==> src/sv/mcfds_pkg.sv <==
// Shared constants and types of the max-cost-first delay scheduler.
package mcfds_pkg;

    localparam int DEF_QUEUE_DEPTH = 1024;
    localparam int DEF_COST_BITS   = 24;

    localparam int ID_W    = 10;
    localparam int SLOT_W  = 11;
    localparam int HOLD_W  = 11;
    localparam int TOTAL_W = 48;

    localparam logic [SLOT_W-1:0]  SLOT_MAX  = {SLOT_W{1'b1}};
    localparam logic [TOTAL_W-1:0] TOTAL_MAX = {TOTAL_W{1'b1}};

    // Slot-wide command broadcast to every cell.
    typedef struct packed {
        logic ins;
        logic rel;
    } t_cell_ctl;

    // Status a cell shows its neighbors.
    typedef struct packed {
        logic valid;
        logic gt;
    } t_cell_flags;

endpackage

==> src/sv/mcfds_cell.sv <==
// One cell of the sorted queue: holds one waiting request and shifts with its neighbors.
module mcfds_cell
    import mcfds_pkg::*;
#(
    parameter int COST_BITS = DEF_COST_BITS
) (
    input  logic                 i_clk,
    input  logic                 i_rst_n,
    input  t_cell_ctl            i_ctl,
    input  logic [COST_BITS-1:0] i_new_cost,
    input  logic [ID_W-1:0]      i_new_id,
    input  t_cell_flags          i_prev_flags,
    input  logic [COST_BITS-1:0] i_prev_cost,
    input  logic [ID_W-1:0]      i_prev_id,
    input  t_cell_flags          i_next_flags,
    input  logic [COST_BITS-1:0] i_next_cost,
    input  logic [ID_W-1:0]      i_next_id,
    output t_cell_flags          o_flags,
    output logic [COST_BITS-1:0] o_cost,
    output logic [ID_W-1:0]      o_id
);

    logic                 r_valid;
    logic [COST_BITS-1:0] r_cost;
    logic [ID_W-1:0]      r_id;
    logic                 n_valid;
    logic [COST_BITS-1:0] n_cost;
    logic [ID_W-1:0]      n_id;
    logic                 w_gt;

    // The row is kept sorted by cost, highest first; among equal costs the
    // latest arrival sits first, so a new request goes ahead of equal costs.
    assign w_gt = r_valid && (r_cost > i_new_cost);

    always_comb begin
        n_valid = r_valid;
        n_cost  = r_cost;
        n_id    = r_id;
        priority if (i_ctl.ins && i_ctl.rel) begin
            if (i_next_flags.gt) begin
                n_valid = i_next_flags.valid;
                n_cost  = i_next_cost;
                n_id    = i_next_id;
            end else if (w_gt) begin
                n_valid = 1'b1;
                n_cost  = i_new_cost;
                n_id    = i_new_id;
            end
        end else if (i_ctl.ins) begin
            if (!w_gt) begin
                if (i_prev_flags.gt) begin
                    n_valid = 1'b1;
                    n_cost  = i_new_cost;
                    n_id    = i_new_id;
                end else begin
                    n_valid = i_prev_flags.valid;
                    n_cost  = i_prev_cost;
                    n_id    = i_prev_id;
                end
            end
        end else if (i_ctl.rel) begin
            n_valid = i_next_flags.valid;
            n_cost  = i_next_cost;
            n_id    = i_next_id;
        end else begin
            n_valid = r_valid;
        end
    end

    always_ff @(posedge i_clk) begin
        if (!i_rst_n) begin
            r_valid <= 1'b0;
        end else begin
            r_valid <= n_valid;
        end
    end

    always_ff @(posedge i_clk) begin
        r_cost <= n_cost;
        r_id   <= n_id;
    end

    assign o_flags.valid = r_valid;
    assign o_flags.gt    = w_gt;
    assign o_cost        = r_cost;
    assign o_id          = r_id;

endmodule

==> config.mk <==
export PLATFORM = sky130hd
export DESIGN_NAME = mcfds_cell
export DESIGN_NICKNAME = d
export VERILOG_FILES = /design/src/sv/mcfds_pkg.sv /design/src/sv/mcfds_cell.sv
export SDC_FILE = /design/constraint.sdc
export NUM_CORES = 1
export LEC_CHECK = 0
export BUFFER_PORTS_ARGS = -buffer_cell sky130_fd_sc_hd__buf_4
export CORE_MARGIN = 4
export CORE_UTILIZATION = 44
export CTS_CLUSTER_DIAMETER = 80
export CTS_CLUSTER_SIZE = 40
export DETAILED_ROUTE_END_ITERATION = 8
export PLACE_DENSITY = 0.89
export SLEW_MARGIN = 10
export SYNTH_ARGS = -nofsm -noshare
export SYNTH_HDL_FRONTEND = slang
export SYNTH_SLANG_ARGS = --single-unit
==> constraint.sdc <==
create_clock -name i_clk -period 5.4 [get_ports i_clk]
set_input_delay 0.81 -clock i_clk [delete_from_list [all_inputs] [get_ports i_clk]]
set_output_delay 0.81 -clock i_clk [all_outputs]
set_load 0.01 [all_outputs]
==> impl_metrics.yaml <==
min_path:
  hold-path-endpoint: "r_valid$_SDFFE_PN0P_"
  hold_start: "r_valid$_SDFFE_PN0P_"
  hp-class: "reg -> reg"
  min_path_cells: 2
yosys:
  synth_area_mm2: 0.00242
  syn-num-nets: 378
  yosysWarnings: 0
  ys_ff_latch: 35
  ys_seq_area_share_pct: 42.9
  synthArstFlopShare_pct: 0
  yosysUniqueCellTypes: 36
  syn_area_per_cell_um2: 9.94
  synthFlopType: "edfxtp_1"
  synthCells: 244
  synth_edf_count: 34
worst_setup_path:
  max_stage_delay_ns: 0.60
  cp_max_fo: 4
  cp_data_required_time_ns: 4.59
  crit_type: "in -> out"
  rrSetupSlack_ns: 1.94
  cp_slowest_cell: "or4_1"
  crit_start: "i_new_cost[22]"
  rr_worst_depth: 6
  start_kind: "input pin"
  arrival_ns: 2.95
  cp_cell_sequence: "buf_4, inv_1, ha_1, nand4_2, or4_1, o31ai_1, a31o_1, inv_1, buf_4"
  regToRegEndpoint: "o_cost[11]$_DFFE_PP_"
  cp-end-kind: "output pin"
  reg2reg_from: "o_cost[22]$_DFFE_PP_"
detailed_routing:
  met2_length_um: 4480
  dr_wl_met3_um: 744
  wire_per_inst_um: 18.1
  drt_iter0_drc: 291
  drt-pass1-iter-count: 8
  drc: 0
  vias: 2597
  routed_wl_um: 8180
  ant_nets: 0
  dr.max_layer_used: "met4"
  routed_via_density: 5.73
  met1_length_um: 2870
power:
  cellPowerDensity_mw_per_mm2: 251
  power_leakage_nw: 1.83
  ir_drop_v: 0.000128
timing:
  setup_tns_ns: 0
  slew_violations: 0
  rsz0062_at_grt: "false"
  hold_violations: 0
  relSlewSlack_pct: 14.7
  fmax_mhz: 266
  tightest_slew_ns: 1.28
  layout_min_cycle_time_ns: 3.76
  fin_skew_ns: 0.00683
  setup_viol: 0
  period_share_pct: 69.6
cells_and_area:
  final_cell_mix: "buf_4, inv_1, edfxtp_1"
  nets: 516
  final_cell_area_mm2: 0.00364
  final_common_cell: "buf_4"
  fin_util_pct: 69.5
  syn_to_final_growth_pct: 50.2
  drive_above_1_share_pct: 42.3
  antenna_cells: 0
cts:
  tritoncts: "built"
  cts.clk_slew.worst_paths_ns: 0.07
  post-cts-setup-buffer-count: 0
  post_cts_resized: 0
  cts-htree-levels: 2
  numClockSinks: 35
  clockBufferDepth: 2
  cts_buffers: 5
  cts-root-buf: "clkbuf_8"
  clock_latency_ns: 0.28
  hold_buffers: 0
placement:
  place_hpwl_um: 6350
  gp_congestion: 0.815
  port_buffers: 145
  post_dp_cell_area_mm2: 0.00356
global_routing:
  antenna_found_initial: 0
  grt_pass1_wl_um: 11800
  overflow: 0
  grt.total_usage_pct: 23.4
  grt_pass1_vias: 2559
  grt_max_degree: 35
status:
  status: "finished, final reports clean"
floorplanning:
  coreArea_mm2: 0.00524
  start_util_pct: 46.3
  rows: 26
  die_w_um: 82.2
  ios: 146
  fp.dieH_um: 82.2
  die_area_mm2: 0.00676
job:
  cap_violations: 0
per-layer routing:
layer,GRT usage (%),vias to the layer above
li1,-,1220
met2,45.5,147
met5,0,-
met1,24.8,1220
met3,4.99,10
met4,6.81,0
cell type report:
cell class              count  area (um2)
multi-input cells         136        1120
fillers                   383        1600
flip-flops and latches     35        1040
clock buffers               8        80.1
inverters                  58         218
well taps                  70        87.6
repair buffers            146        1100
through the flow:
step	hold slack (ns)	setup WS, ns	std cells	total power, W
2_1_floorplan	0.578	1.66	244	0.000556
3_3_place_gp	0.618	1.61	445	0.000719
3_5_place_dp	0.655	1.45	445	0.000735
4_1_cts	0.669	1.67	453	0.000915
5_1_grt	0.725	1.51	453	0.000965
6_report	0.688	1.64	453	0.000915
sequential cells by signal, summed over array words and instances (netlist names):
name	cells
o_id	10
o_cost	24
r_valid	1
cell usage after synthesis (2+ instances only):
| cell | count | area share [%] |
|---|---|---|
| o211ai_1 | 2 | 0.62 |
| clkbuf_1 | 12 | 1.9 |
| buf_4 | 2 | 0.62 |
| nand3_1 | 2 | 0.41 |
| or3_1 | 2 | 0.52 |
| nand2_1 | 8 | 1.2 |
| o22ai_1 | 10 | 2.6 |
| a22oi_1 | 2 | 0.62 |
| edfxtp_1 | 34 | 42 |
| nor2_1 | 7 | 1.1 |
| a21oi_1 | 17 | 3.5 |
| o21ai_0 | 5 | 1.0 |
| a222oi_1 | 29 | 12 |
| inv_1 | 58 | 9.0 |
| ha_1 | 24 | 12 |
| mux2_2 | 2 | 0.93 |
| nand4_1 | 8 | 2.1 |
| a311o_1 | 2 | 0.83 |
worst max-delay path, delay by kind of cell:
family | cells | cell delay, ns
simple gates | 2 | 0.77
fa+ha+maj | 1 | 0.32
compound gates | 2 | 0.73
buf+inv | 4 | 0.32
cells by family (layout without fill, tap and decap cells):
group | after synthesis | count (layout) | synth area share, %
compound gates | 76 | 76 | 24.6
buf+inv | 73 | 212 | 11.7
flops | 35 | 35 | 42.9
simple gates | 34 | 34 | 7.53
fa+ha+maj | 24 | 24 | 12.4
mux | 2 | 2 | 0.929
power by group:
group | switching [W] | total, W | leakage, nW | internal, W
clock | 0.0000927 | 0.000184 | 0.0395 | 0.0000917
sequential | 0.0000262 | 0.000387 | 0.349 | 0.000361
combinational | 0.000171 | 0.000344 | 1.44 | 0.000172
total | 0.000290 | 0.000915 | 1.83 | 0.000625
how the worst max path moves through the flow:
stage / end / slack, ns / depth (start not counted)
global placement: o_cost[23]$_DFFE_PP_ / 1.61 / 8
finish: o_flags[0] / 1.64 / 9
detailed placement: o_cost[19]$_DFFE_PP_ / 1.45 / 8
floorplan: o_cost[0]$_DFFE_PP_ / 1.66 / 7
CTS: o_flags[0] / 1.67 / 9
global route: o_flags[0] / 1.51 / 9
Note: power is estimated with default switching activity, not from simulation.
